### src/hdl/mac_demux_interface_queues_core_defines.svh
// Assertion macros used by the receive demux ring engine.
`ifndef MAC_DEMUX_INTERFACE_QUEUES_CORE_DEFINES_SVH
`define MAC_DEMUX_INTERFACE_QUEUES_CORE_DEFINES_SVH

// Invariant that must hold at every clock edge out of reset.
`define MDIQ_ASSERT_ALWAYS(lbl, cond) \
  lbl: assert property (@(posedge clk_i) disable iff (!rst_ni) (cond)) \
    else $error("invariant violated");

// Consequence checked in the cycle after the trigger.
`define MDIQ_ASSERT_NEXT(lbl, ante, cons) \
  lbl: assert property (@(posedge clk_i) disable iff (!rst_ni) (ante) |=> (cons)) \
    else $error("next-cycle check violated");

`endif

### src/hdl/mdiq_pkg.sv
// Shared types, constants and codes for the receive demux with interface rings.
package mdiq_pkg;

  localparam int MAC_W       = 48;
  localparam int HANDLE_W    = 16;
  localparam int NUM_IF      = 3;
  localparam int IF_W        = 2;
  localparam int STATUS_W    = 3;
  localparam int APB_AW      = 6;
  localparam int APB_DW      = 64;
  localparam int FIFO_DEPTH  = 2;

  localparam int RING_DEPTH_DEF  = 16;
  localparam int HANDLE_BITS_DEF = 16;
  localparam int MATCH_BYTES_DEF = 6;

  // Source OUI bytes 1 and 2 that mark a frame whose multicast bit was cleared
  localparam logic [7:0] OUI_BYTE1 = 8'h80;
  localparam logic [7:0] OUI_BYTE2 = 8'h0A;
  localparam int         MCAST_BIT = 40;

  typedef enum logic [STATUS_W-1:0] {
    ST_QUEUED = 3'd0,
    ST_FULL   = 3'd1,
    ST_DOWN   = 3'd2,
    ST_TAKEN  = 3'd3,
    ST_EMPTY  = 3'd4
  } status_e;

  typedef enum logic [2:0] {
    REG_OTH1_UC = 3'd0,
    REG_OTH1_BC = 3'd1,
    REG_OTH2_UC = 3'd2,
    REG_OTH2_BC = 3'd3,
    REG_IF_UP   = 3'd4
  } reg_idx_e;

  typedef struct packed {
    logic [MAC_W-1:0]  oth1_uc;
    logic [MAC_W-1:0]  oth1_bc;
    logic [MAC_W-1:0]  oth2_uc;
    logic [MAC_W-1:0]  oth2_bc;
    logic [NUM_IF-1:0] if_up;
  } cfg_t;

  // Classified item handed from the front end to the ring engine
  typedef struct packed {
    logic                take;
    logic [IF_W-1:0]     ring;
    logic                down;
    logic                bad_sel;
    logic [MAC_W-1:0]    src;
    logic [HANDLE_W-1:0] handle;
  } cmd_t;

endpackage

### src/hdl/mdiq_cfg.sv
// APB register file holding the match addresses and interface up mask.
module mdiq_cfg
  import mdiq_pkg::*;
(
  input  logic              clk_i,
  input  logic              rst_ni,
  input  logic              psel,
  input  logic              penable,
  input  logic              pwrite,
  input  logic [APB_AW-1:0] paddr,
  input  logic [APB_DW-1:0] pwdata,
  output logic [APB_DW-1:0] prdata,
  output logic              pready,
  output cfg_t              cfg_o
);

  cfg_t     cfg_q;
  cfg_t     cfg_d;
  reg_idx_e idx;
  logic     wr_en;

  assign pready = 1'b1;
  assign idx    = reg_idx_e'(paddr[APB_AW-1:3]);
  assign wr_en  = psel && penable && pwrite;

  always_comb begin
    cfg_d = cfg_q;
    if (wr_en) begin
      unique case (idx)
        REG_OTH1_UC: cfg_d.oth1_uc = pwdata[MAC_W-1:0];
        REG_OTH1_BC: cfg_d.oth1_bc = pwdata[MAC_W-1:0];
        REG_OTH2_UC: cfg_d.oth2_uc = pwdata[MAC_W-1:0];
        REG_OTH2_BC: cfg_d.oth2_bc = pwdata[MAC_W-1:0];
        REG_IF_UP:   cfg_d.if_up   = pwdata[NUM_IF-1:0];
        default:     cfg_d = cfg_q;
      endcase
    end
  end

  always_comb begin
    unique case (idx)
      REG_OTH1_UC: prdata = APB_DW'(cfg_q.oth1_uc);
      REG_OTH1_BC: prdata = APB_DW'(cfg_q.oth1_bc);
      REG_OTH2_UC: prdata = APB_DW'(cfg_q.oth2_uc);
      REG_OTH2_BC: prdata = APB_DW'(cfg_q.oth2_bc);
      REG_IF_UP:   prdata = APB_DW'(cfg_q.if_up);
      default:     prdata = '0;
    endcase
  end

  always_ff @(posedge clk_i or negedge rst_ni) begin
    if (!rst_ni) begin
      cfg_q <= '0;
    end else begin
      cfg_q <= cfg_d;
    end
  end

  assign cfg_o = cfg_q;

endmodule

### src/hdl/mdiq_front.sv
// Front end: restores the multicast bit and picks the target interface ring.
module mdiq_front
  import mdiq_pkg::*;
#(
  parameter int MATCH_BYTES = MATCH_BYTES_DEF
) (
  input  logic                action_i,
  input  logic [MAC_W-1:0]    dest_mac_i,
  input  logic [MAC_W-1:0]    source_mac_i,
  input  logic [HANDLE_W-1:0] buffer_handle_i,
  input  logic [IF_W-1:0]     ring_select_i,
  input  cfg_t                cfg_i,
  output cmd_t                cmd_o
);

  localparam int DROP = MAC_W - 8 * MATCH_BYTES;

  logic [MAC_W-1:0] fixed_src;
  logic             hit2;
  logic             hit1;
  logic [IF_W-1:0]  target;

  // only the leading MATCH_BYTES bytes take part in the compare
  function automatic logic prefix_eq(input logic [MAC_W-1:0] a, input logic [MAC_W-1:0] b);
    prefix_eq = (a >> DROP) == (b >> DROP);
  endfunction

  always_comb begin
    fixed_src = source_mac_i;
    if (source_mac_i[39:32] == OUI_BYTE1 && source_mac_i[31:24] == OUI_BYTE2) begin
      fixed_src[MCAST_BIT] = 1'b1;
    end
  end

  assign hit2 = cfg_i.if_up[2] &&
                (prefix_eq(cfg_i.oth2_uc, dest_mac_i) || prefix_eq(cfg_i.oth2_bc, dest_mac_i));
  assign hit1 = cfg_i.if_up[1] &&
                (prefix_eq(cfg_i.oth1_uc, dest_mac_i) || prefix_eq(cfg_i.oth1_bc, dest_mac_i));
  assign target = hit2 ? IF_W'(2) : (hit1 ? IF_W'(1) : IF_W'(0));

  always_comb begin
    cmd_o        = '0;
    cmd_o.take   = action_i;
    cmd_o.handle = buffer_handle_i;
    if (!action_i) begin
      cmd_o.ring = target;
      cmd_o.down = (target == '0) && !cfg_i.if_up[0];
      cmd_o.src  = fixed_src;
    end else if (ring_select_i == IF_W'(NUM_IF)) begin
      // ring select three names no ring: report empty on interface 0
      cmd_o.bad_sel = 1'b1;
    end else begin
      cmd_o.ring = ring_select_i;
    end
  end

endmodule

### src/hdl/mdiq_fifo.sv
// Short command queue between the front end and the ring engine.
module mdiq_fifo
  import mdiq_pkg::*;
(
  input  logic clk_i,
  input  logic rst_ni,
  input  logic push_i,
  input  cmd_t data_i,
  output logic full_o,
  input  logic pop_i,
  output logic valid_o,
  output cmd_t data_o
);

  localparam int PW = $clog2(FIFO_DEPTH);
  localparam int CW = $clog2(FIFO_DEPTH + 1);

  cmd_t          ent_q [FIFO_DEPTH];
  logic [PW-1:0] wr_ptr_q;
  logic [PW-1:0] rd_ptr_q;
  logic [CW-1:0] cnt_q;
  logic          do_push;
  logic          do_pop;

  assign full_o  = cnt_q == CW'(FIFO_DEPTH);
  assign valid_o = cnt_q != '0;
  assign data_o  = ent_q[rd_ptr_q];
  assign do_push = push_i && !full_o;
  assign do_pop  = pop_i && valid_o;

  always_ff @(posedge clk_i or negedge rst_ni) begin
    if (!rst_ni) begin
      wr_ptr_q <= '0;
      rd_ptr_q <= '0;
      cnt_q    <= '0;
    end else begin
      if (do_push) begin
        wr_ptr_q <= (wr_ptr_q == PW'(FIFO_DEPTH - 1)) ? '0 : wr_ptr_q + 1'b1;
      end
      if (do_pop) begin
        rd_ptr_q <= (rd_ptr_q == PW'(FIFO_DEPTH - 1)) ? '0 : rd_ptr_q + 1'b1;
      end
      if (do_push && !do_pop) begin
        cnt_q <= cnt_q + 1'b1;
      end else if (do_pop && !do_push) begin
        cnt_q <= cnt_q - 1'b1;
      end
    end
  end

  always_ff @(posedge clk_i) begin
    if (do_push) begin
      ent_q[wr_ptr_q] <= data_i;
    end
  end

endmodule

### src/hdl/mdiq_back.sv
// Ring engine: per-interface handle rings, push/pop, and the result register.
`include "mac_demux_interface_queues_core_defines.svh"

module mdiq_back
  import mdiq_pkg::*;
#(
  parameter int RING_DEPTH  = RING_DEPTH_DEF,
  parameter int HANDLE_BITS = HANDLE_BITS_DEF
) (
  input  logic                clk_i,
  input  logic                rst_ni,
  input  logic                cmd_valid_i,
  input  cmd_t                cmd_i,
  output logic                cmd_pop_o,
  output logic                out_valid_o,
  input  logic                out_stall_i,
  output logic [STATUS_W-1:0] status_o,
  output logic [IF_W-1:0]     interface_index_o,
  output logic [MAC_W-1:0]    fixed_source_mac_o,
  output logic [HANDLE_W-1:0] taken_handle_o
);

  localparam int IW = $clog2(RING_DEPTH);
  localparam int CW = $clog2(RING_DEPTH + 1);
  localparam int AW = $clog2(NUM_IF * RING_DEPTH);
  localparam int SW = (HANDLE_BITS < HANDLE_W) ? HANDLE_BITS : HANDLE_W;
  localparam int TW = CW + 2;

  logic [SW-1:0] mem_q [NUM_IF * RING_DEPTH];
  logic [SW-1:0] rd_q;

  logic [IW-1:0] head_q [NUM_IF];
  logic [IW-1:0] tail_q [NUM_IF];
  logic [CW-1:0] cnt_q  [NUM_IF];

  logic             out_valid_q;
  status_e          status_q;
  logic [IF_W-1:0]  idx_q;
  logic [MAC_W-1:0] src_q;

  logic [IF_W-1:0] r;
  logic [CW-1:0]   cur_cnt;
  logic [IW-1:0]   cur_head;
  logic [IW-1:0]   cur_tail;
  logic [AW-1:0]   base;
  logic [AW-1:0]   wr_addr;
  logic [AW-1:0]   rd_addr;
  status_e         res_status;
  logic            do_push;
  logic            do_pop;
  logic            load;
  logic [TW-1:0]   total_cnt;

  assign r        = cmd_i.ring;
  assign cur_cnt  = cnt_q[r];
  assign cur_head = head_q[r];
  assign cur_tail = tail_q[r];
  assign base     = AW'(r) * AW'(RING_DEPTH);
  assign wr_addr  = base + AW'(cur_tail);
  assign rd_addr  = base + AW'(cur_head);

  always_comb begin
    do_push    = 1'b0;
    do_pop     = 1'b0;
    res_status = ST_EMPTY;
    if (!cmd_i.take) begin
      if (cmd_i.down) begin
        res_status = ST_DOWN;
      end else if (cur_cnt == CW'(RING_DEPTH)) begin
        res_status = ST_FULL;
      end else begin
        res_status = ST_QUEUED;
        do_push    = 1'b1;
      end
    end else if (!cmd_i.bad_sel && cur_cnt != '0) begin
      res_status = ST_TAKEN;
      do_pop     = 1'b1;
    end
  end

  assign load      = cmd_valid_i && (!out_valid_q || !out_stall_i);
  assign cmd_pop_o = load;

  always_ff @(posedge clk_i or negedge rst_ni) begin
    if (!rst_ni) begin
      for (int i = 0; i < NUM_IF; i++) begin
        head_q[i] <= '0;
        tail_q[i] <= '0;
        cnt_q[i]  <= '0;
      end
    end else if (load) begin
      if (do_push) begin
        tail_q[r] <= (cur_tail == IW'(RING_DEPTH - 1)) ? '0 : cur_tail + 1'b1;
        cnt_q[r]  <= cur_cnt + 1'b1;
      end else if (do_pop) begin
        head_q[r] <= (cur_head == IW'(RING_DEPTH - 1)) ? '0 : cur_head + 1'b1;
        cnt_q[r]  <= cur_cnt - 1'b1;
      end
    end
  end

  // ring storage: one write port, one registered read port
  always_ff @(posedge clk_i) begin
    if (load && do_push) begin
      mem_q[wr_addr] <= cmd_i.handle[SW-1:0];
    end
  end

  always_ff @(posedge clk_i) begin
    if (load && do_pop) begin
      rd_q <= mem_q[rd_addr];
    end
  end

  always_ff @(posedge clk_i or negedge rst_ni) begin
    if (!rst_ni) begin
      out_valid_q <= 1'b0;
    end else if (load) begin
      out_valid_q <= 1'b1;
    end else if (!out_stall_i) begin
      out_valid_q <= 1'b0;
    end
  end

  always_ff @(posedge clk_i) begin
    if (load) begin
      status_q <= res_status;
      idx_q    <= r;
      src_q    <= cmd_i.src;
    end
  end

  assign out_valid_o        = out_valid_q;
  assign status_o           = status_q;
  assign interface_index_o  = idx_q;
  assign fixed_source_mac_o = src_q;
  assign taken_handle_o     = (status_q == ST_TAKEN) ? HANDLE_W'(rd_q) : '0;

  assign total_cnt = TW'(cnt_q[0]) + TW'(cnt_q[1]) + TW'(cnt_q[2]);

  `MDIQ_ASSERT_ALWAYS(a_cnt_bound, cnt_q[0] <= CW'(RING_DEPTH) && cnt_q[1] <= CW'(RING_DEPTH) && cnt_q[2] <= CW'(RING_DEPTH))
  `MDIQ_ASSERT_NEXT(a_push_grows, load && res_status == ST_QUEUED, total_cnt == $past(total_cnt) + 1'b1)
  `MDIQ_ASSERT_NEXT(a_pop_shrinks, load && res_status == ST_TAKEN, total_cnt == $past(total_cnt) - 1'b1)
  `MDIQ_ASSERT_NEXT(a_idle_stable, !load, $stable(total_cnt))

endmodule

### src/hdl/mac_demux_interface_queues_core.sv
// Top level: receive demux over three interfaces with per-interface handle rings.
// An accepted item is written into the command queue, then its result is registered and offered on the output.
// Throughput: one item per cycle while the output is not stalled; each item does at most one access to the ring memory.
// A two-entry command queue lets the input keep accepting while a result is stalled, until the queue is full.
// Reset: all rings and the command queue empty, config registers zero; ring storage needs no clearing pass.
module mac_demux_interface_queues_core
  import mdiq_pkg::*;
#(
  parameter int RING_DEPTH  = RING_DEPTH_DEF,
  parameter int HANDLE_BITS = HANDLE_BITS_DEF,
  parameter int MATCH_BYTES = MATCH_BYTES_DEF
) (
  input  logic                clk_i,
  input  logic                rst_ni,
  input  logic                in_valid_i,
  output logic                in_stall_o,
  input  logic                action_i,
  input  logic [MAC_W-1:0]    dest_mac_i,
  input  logic [MAC_W-1:0]    source_mac_i,
  input  logic [HANDLE_W-1:0] buffer_handle_i,
  input  logic [IF_W-1:0]     ring_select_i,
  output logic                out_valid_o,
  input  logic                out_stall_i,
  output logic [STATUS_W-1:0] status_o,
  output logic [IF_W-1:0]     interface_index_o,
  output logic [MAC_W-1:0]    fixed_source_mac_o,
  output logic [HANDLE_W-1:0] taken_handle_o,
  input  logic                psel,
  input  logic                penable,
  input  logic                pwrite,
  input  logic [APB_AW-1:0]   paddr,
  input  logic [APB_DW-1:0]   pwdata,
  output logic [APB_DW-1:0]   prdata,
  output logic                pready
);

  cfg_t cfg;
  cmd_t front_cmd;
  cmd_t q_cmd;
  logic q_full;
  logic q_valid;
  logic q_pop;

  mdiq_cfg u_cfg (
    .clk_i   (clk_i),
    .rst_ni  (rst_ni),
    .psel    (psel),
    .penable (penable),
    .pwrite  (pwrite),
    .paddr   (paddr),
    .pwdata  (pwdata),
    .prdata  (prdata),
    .pready  (pready),
    .cfg_o   (cfg)
  );

  mdiq_front #(
    .MATCH_BYTES (MATCH_BYTES)
  ) u_front (
    .action_i        (action_i),
    .dest_mac_i      (dest_mac_i),
    .source_mac_i    (source_mac_i),
    .buffer_handle_i (buffer_handle_i),
    .ring_select_i   (ring_select_i),
    .cfg_i           (cfg),
    .cmd_o           (front_cmd)
  );

  mdiq_fifo u_fifo (
    .clk_i   (clk_i),
    .rst_ni  (rst_ni),
    .push_i  (in_valid_i),
    .data_i  (front_cmd),
    .full_o  (q_full),
    .pop_i   (q_pop),
    .valid_o (q_valid),
    .data_o  (q_cmd)
  );

  assign in_stall_o = q_full;

  mdiq_back #(
    .RING_DEPTH  (RING_DEPTH),
    .HANDLE_BITS (HANDLE_BITS)
  ) u_back (
    .clk_i              (clk_i),
    .rst_ni             (rst_ni),
    .cmd_valid_i        (q_valid),
    .cmd_i              (q_cmd),
    .cmd_pop_o          (q_pop),
    .out_valid_o        (out_valid_o),
    .out_stall_i        (out_stall_i),
    .status_o           (status_o),
    .interface_index_o  (interface_index_o),
    .fixed_source_mac_o (fixed_source_mac_o),
    .taken_handle_o     (taken_handle_o)
  );

endmodule
### config.mk
export PLATFORM = sky130hd
export DESIGN_NAME = mac_demux_interface_queues_core
export DESIGN_NICKNAME = d
export VERILOG_FILES = /design/src/hdl/mdiq_pkg.sv /design/src/hdl/mdiq_cfg.sv /design/src/hdl/mdiq_front.sv /design/src/hdl/mdiq_fifo.sv /design/src/hdl/mdiq_back.sv /design/src/hdl/mac_demux_interface_queues_core.sv
export VERILOG_INCLUDE_DIRS = /design/src /design/src/hdl
export SDC_FILE = /design/constraint.sdc
export NUM_CORES = 2
export LEC_CHECK = 0
export BUFFER_PORTS_ARGS = -buffer_cell sky130_fd_sc_hd__buf_4
export CAP_MARGIN = 5
export CORE_AREA = 5 5 388 390
export CTS_CLUSTER_SIZE = 40
export DETAILED_ROUTE_END_ITERATION = 10
export DIE_AREA = 0 0 393 395
export GPL_ROUTABILITY_DRIVEN = 0
export GPL_TIMING_DRIVEN = 0
export PLACE_DENSITY = 0.58
export SLEW_MARGIN = 5
export SYNTH_ARGS = -nofsm -noshare
export SYNTH_HDL_FRONTEND = slang
export SYNTH_SLANG_ARGS = --single-unit
### constraint.sdc
create_clock -name clk_i -period 3.6 [get_ports clk_i]
set_input_delay 0.18 -clock clk_i [delete_from_list [all_inputs] [get_ports clk_i]]
set_output_delay 0.18 -clock clk_i [all_outputs]
set_load 0.01 [all_outputs]
**Word level (Yosys, flattened, before mapping)**

Memory sizes are Yosys's and may differ from the RTL's. A register that Yosys moved wholly into a read port is not among the register bits.
Index checks and enable logic that the tools add are counted.

- Add/subtract/negate cells: 10
- Magnitude comparators: 2
- Eq/ne operators: 17
- Multiplexer cells: 51
- Bitwise operators: 2
- Reductions and logical operators: 39

Operator list:

| operator | count |
|---|---|
| case mux 48 bit (5 select lines) | 1 |
| equality test 48 bit | 4 |
| two-way mux 48 bit | 1 |
| bitwise mux 15 bit | 2 |
| two-way mux 15 bit | 2 |
| two-way mux 4 bit | 7 |
| bitwise mux 12 bit | 2 |
| two-way mux 1 bit | 19 |
| binary-select mux 4 bit (select 2 bit) | 2 |
| two-way mux 16 bit | 1 |
| logical AND 1 bit | 15 |
| two-way mux 5 bit | 3 |
| AND reduction 2 bit | 7 |
| adder 6 x 4 -> 6 bit | 2 |
| binary-select mux 5 bit (select 2 bit) | 1 |
| demux 5 bit (select 2 bit) | 1 |
| two-way mux 2 bit | 5 |
| equality test 3 x 2 -> 1 bit (second input constant) | 3 |
| two-way mux 3 bit | 3 |
| adder 4 x 1 -> 4 bit (second input constant) | 2 |
| demux 4 bit (select 2 bit) | 1 |
| equality test 4 bit (second input constant) | 2 |
| equality test 8 x 4 -> 1 bit (second input constant) | 1 |
| equality test 8 bit (second input constant) | 1 |
| 21 further kinds | 33 |

- Bits in registers: 292
- Bits in writable memories: 906
- Bits of input ports: 192
- Output and inout port bits: 136
- Logic and storage cells: 144
- Memories kept: 2

Memories:

| name | depth | width | rd ports | clocked after Yosys merged registers in | wr ports | RTL line | text |
|---|---|---|---|---|---|---|---|
| u_back.mem_q | 48 | 16 | 1 | 1 | 1 | mdiq_back.sv:29 | `logic [SW-1:0] mem_q [NUM_IF * RING_DEPTH];` |
| u_fifo.ent_q | 2 | 69 | 1 | 0 | 1 | mdiq_fifo.sv:18 | `cmd_t ent_q [FIFO_DEPTH];` |

**Logic depth before layout (Yosys ltp)**

An unclocked memory read counts as a cell.

- Word-level depth: 12
- Depth in mapped cells: 14
- Mapped depth without buffers: 11

**Modules after synthesis**

Synthesis repeated with hierarchy kept, for this count alone.

- Cells, all modules: 3637
- Area total of the unflattened synthesis: 51882.3 um2

By module, submodules not included:

| module | instances | cells an instance | area each (um2) | seq. area each (um2) |
|---|---|---|---|---|
| mdiq_back | 1 | 2502 | 34722.1 | 26135.1 |
| mdiq_cfg | 1 | 561 | 8998.6 | 4879.7 |
| mdiq_fifo | 1 | 234 | 5529.1 | 4244.1 |
| mdiq_front | 1 | 340 | 2632.5 | 0.0 |

**Worst setup path after synthesis**

Ideal clock, no wire load.

- Path type: reg2reg
- Start: register u_fifo.cnt_q[0]
- End: memory u_fifo.ent_q[0][0] in the netlist's numbering, enable pin
- Setup time: 496 ps
- Arrival: 3533 ps
- Required time: 3104 ps
- Path slack: -430 ps
- Stages on the path, launching flop included: 4
- Path buffers: 0
- Clock period less this slack: 4030 ps
- Cell sequence: dfrtp_1 -> nand2b_1 -> nand2_1 -> nor2_1

- Word-level cells in the longest chain between the ends: 5

Ends and longest elaborated chain:

| element | RTL line | text |
|---|---|---|
| start, declared | mdiq_fifo.sv:21 | `logic [CW-1:0] cnt_q;` |
| start signal, assigned | mdiq_fifo.sv:44 | `cnt_q <= cnt_q + 1'b1;` |
| start signal, assigned | mdiq_fifo.sv:46 | `cnt_q <= cnt_q - 1'b1;` |
| equality test 2 bit | mdiq_fifo.sv:25 | `assign full_o = cnt_q == CW'(FIFO_DEPTH);` |
| logical NOT 1 bit | mdiq_fifo.sv:28 | `assign do_push = push_i && !full_o;` |
| logical AND 1 bit | mdiq_fifo.sv:28 |  |
| two-way mux 1 bit | mdiq_fifo.sv:52 | `if (do_push) begin` |
| two-way mux 1 bit (implied by the code) | mdiq_fifo.sv:53 | `ent_q[wr_ptr_q] <= data_i;` |
| end, declared | mdiq_fifo.sv:18 |  |

No other way between the ends.

==> metrics.md <==
| Metric | Value |
|---|---|
| Slew headroom | 13.34% |
| Die X | 393 microns |
| Setup repair after global routing missed its margin | yes |
| Final Max Tran Viols | 0 |
| Logic pwr share | 38.0% |
| GRT overflow | 0 |
| Netlist cell types | 66 |
| Core area | 0.1468 sq mm |
| CP dominant cell by count | buf_6 |
| # DRC | 0 |
| Critical path class | reg2reg |
| Period utilization | 104.2% |
| Fillers | 13,190 |
| Fin. Hold Viols | 0 |
| Placed insts | 5,785 |
| I/O Buffers | 289 |
| Seq/Total Area, Yosys | 69.08% |
| WP buf/inv | 9 |
| Initial DRT Pass Iterations | 5 |
| CP Data Required Time | 4.07 ns |
| WL final | 161.5 mm |
| Synth Register Bits | 1,214 |
| Post-synth top flop | edfxtp_1 |
| ANT nets after route | 0 |
| Async SR Flop Fraction | 19.69% |
| Initial antenna violation count | 14 |
| Initial Util | 34.77% |
| IO Pins | 328 |
| Max Fclk | 266.5 MHz |
| Die ar. | 0.1552 sq mm |
| Non-Filler Instances | 6,257 |
| H-tree depth | 4 |
| Clock-pin slew on the worst setup and hold paths | 0.06 ns |
| Dpl ws | -1.782 ns |
| Gr usage total | 20.36% |
| First-pass GRT wire length | 233.7 mm |
| Chip Height | 395 microns |
| Syn Area/Cell | 14.46 sq um |
| Vias in the first global route | 33,840 |
| Largest net degree at the start of global routing | 104 |
| CP Cell Sequence | mux2i_4 -> inv_2 -> buf_6 -> buf_4 -> mux2i_2 -> o2bb2ai_4 -> inv_1 -> ha_1 -> inv_2 -> o41ai_4 -> buf_6 -> buf_12 -> nor3b_4 -> nand2_2 -> buf_6 -> nor2_4 -> clkbuf_16 |
| Pint | 32.21 mW |
| EDFF count, synth | 975 |
| Setup_tns | -10.45 ns |
| DPL Wire Length | 109.8 mm |
| Final setup violation count | 126 |
| DR vias/cell | 5.389 |
| Net Switching | 19.85 mW |
| Layout Nets | 4,406 |
| Sink Count | 1,214 |
| Worst-Skew Late Latency | 0.78 ns |
| CP max FO | 10 |
| FP Rows | 141 |
| CP max stage cell | dfrtp_1 |
| Critical path's top delay family | buffers and inverters |
| Most frequent cells in the layout | edfxtp_1 (975), buf_4 (374), nand2_1 (319) |
| Area Overhead vs Synth | 26.74% |
| Sw Ratio | 38.13% |
| Yosys warnings | 0 |
| Clk buf depth | 3 |
| Final min period | 3.753 ns |
| CP endpoint kind | flip-flop |
| WP data arrival | 4.22 ns |
| Share of cells above drive strength 1 | 28.58% |
| Hold Path Class | in2reg |
| Synth Instances | 3,529 |
| CTS root buf | clkbuf_16 |
| WL/cell | 25.81 microns |
| Worst-Margin Slew | 1.300 ns |
| Cell area after synthesis | 0.05104 sq mm |
| Most common cell after layout, fill and taps aside | edfxtp_1 |
| Pwr Density | 804.9 mW/mm^2 |
| Number of CTS-inserted buffers | 136 |
| DR vias | 33,720 |
| Setup Skew | 0.04008 ns |
| Sequential share of power | 36.3% |
| Critical Path Max Stage Delay | 0.41 ns |
| Maximum vdd drop | 0.4946 mV |
| Startpoint class of the critical path | flip-flop |
| 1st-iter DRT viols | 3,490 |
| CTS tree | done |
| Violated checks | negative setup slack |
| Clk pwr share | 25.7% |
| Status | finished, violations left |
| Max-cap violations | 0 |
| LEAKAGE | 23.28 nW |
| Final Worst Setup Slack | -0.1525 ns |
==> worst reg2reg max path, cell delays in order, from the launching register on <==
cell and delay, ns:
dfrtp_1 0.41, mux2i_4 0.34, inv_2 0.12, buf_6 0.18, buf_4 0.21, mux2i_2 0.19, o2bb2ai_4 0.17, inv_1 0.08
ha_1 0.22, inv_2 0.12, o41ai_4 0.09, buf_6 0.16, buf_12 0.13, nor3b_4 0.24, nand2_2 0.18, buf_6 0.26
nor2_4 0.16, clkbuf_16 0.20
==> routing by layer <==
metal / wire length, microns / share of wire (%) / GRT usage (%) / vias up
met5: 68 / 0.042 / 0 / -
met4: 6355 / 3.9 / 7.610 / 10
met3: 11820 / 7.3 / 4.317 / 307
met2: 77530 / 48 / 33.23 / 1380
met1: 65710 / 41 / 26.74 / 17160
li1: - / - / - / 14860
==> timing repair <==
action | in CTS | in global routing
endpoints found under the hold margin | 497 | 0
setup buffers | 70 | 21
resized for setup | 349 | 52
pin swaps | 80 | 14
setup endpoints to repair | 841 | 811
cloned | 0 | 2
hold buffers | 124 | 0
==> through the flow <==
stage	utilization [%]	total power, mW	instance area (sq um)	hold WS [ns]
3_5_place_dp	38.28	36.18	56190	0.1052
4_1_cts	43.74	51.76	64200	0.006530
6_report	44.07	52.07	64690	0.06345
5_1_grt	44.06	54.12	64670	0.03381
3_3_place_gp	37.97	35.91	55730	0.3667
2_1_floorplan	-	28.30	51150	-0.1156
==> Yosys cell counts, drive strengths merged (2+ instances only) <==
cell type	n	area share, %
a31oi	35	0.43
nor4b	3	0.051
mux2	294	6.5
xnor2	55	0.94
a2111oi	32	0.55
nor2	70	0.53
a21oi	119	1.2
xor2	147	2.5
o32ai	2	0.049
a22o	46	0.79
nor3	11	0.12
a32oi	17	0.31
a21boi	2	0.029
buf	96	0.99
a2bb2oi	4	0.081
o22ai	2	0.025
edfxtp	975	57
nand3	74	0.73
dfrtp	239	12
conb	2	0.015
mux2i	49	0.99
nor4	43	0.53
nand2b	6	0.074
o41a	2	0.044
ha	6	0.15
a221oi	64	1.1
o2bb2ai	6	0.14
inv	111	0.82
and2	18	0.22
nand2	326	2.4
nor2b	112	1.4
o41ai	2	0.064
clkbuf	141	1.0
nor3b	5	0.074
nand4	55	0.67
a22oi	48	0.71
a211oi	224	3.3
o32a	2	0.039
o21ai	19	0.19
and3	3	0.037
or3	4	0.049
a221o	47	0.92
==> state kept, by name, indices dropped and copies added (netlist names), named ones only <==
name / count
u_fifo.wr_ptr_q: 1
u_back.out_valid_o: 1
u_back.interface_index_o: 2
u_fifo.ent_q: 138
u_back.tail_q: 12
u_fifo.cnt_q: 2
u_fifo.rd_ptr_q: 1
u_back.cnt_q: 12
u_cfg.cfg_o: 195
u_back.mem_q: 768
u_back.head_q: 12
u_back.rd_q: 16
u_back.status_o: 3
u_back.fixed_source_mac_o: 48
==> final timing paths <==
| check | start | to | slack, ns | depth (start not counted) |
|---|---|---|---|---|
| min reg2reg | u_back.cnt_q[13] | u_back.cnt_q[13] | 0.50 | 1 |
| min in group asynchronous | rst_ni | u_cfg.cfg_o[22] | 0.48 | 4 |
| max | u_fifo.rd_ptr_q | u_back.mem_q[46][15] | -0.15 | 17 |
| min | psel | u_cfg.cfg_o[0] | 0.06 | 3 |
| max in group asynchronous | rst_ni | u_back.head_q[0] | 2.03 | 5 |
| max reg2reg | u_fifo.rd_ptr_q | u_back.mem_q[46][15] | -0.15 | 17 |
==> area by class of cell <==
class / instances / area [sq um] / share of cell area, %
Antenna cell: 9 / 22.52 / 0.03482
Buffer: 236 / 1251 / 1.934
Clock buffer: 181 / 3737 / 5.778
Clock inverter: 67 / 538.0 / 0.8317
Inverter: 111 / 420.4 / 0.6499
Multi-Input combinational cell: 1982 / 15920 / 24.62
Sequential cell: 1214 / 35260 / 54.51
Tap cell: 1930 / 2415 / 3.733
Timing Repair Buffer: 527 / 5121 / 7.917
==> cell families (layout without fill, tap and decap cells) <==
group	Yosys count	in the layout	share of synthesized area [%]
AOI/OAI and AO/OA	682	682	10.07
adders and majority gates	6	6	0.1471
and+or+nand+nor	731	731	6.866
xor gates and xnor gates	202	202	3.466
other	2	26	0.01471
muxes	344	344	7.516
DFF	1214	1214	69.08
buffers and inverters	348	1122	2.844
==> power groups by stage <==
stage	Clock, mW	Combinational, mW	Sequential (mW)
after floorplan	0	9.25	19.1
after global placement	0	16.7	19.2
after detailed placement	0	17.0	19.2
after CTS	13.6	19.2	18.9
after global routing	14.3	20.8	19.0
final	13.4	19.8	18.9
No activity file was read; power rests on OpenSTA's default activity.
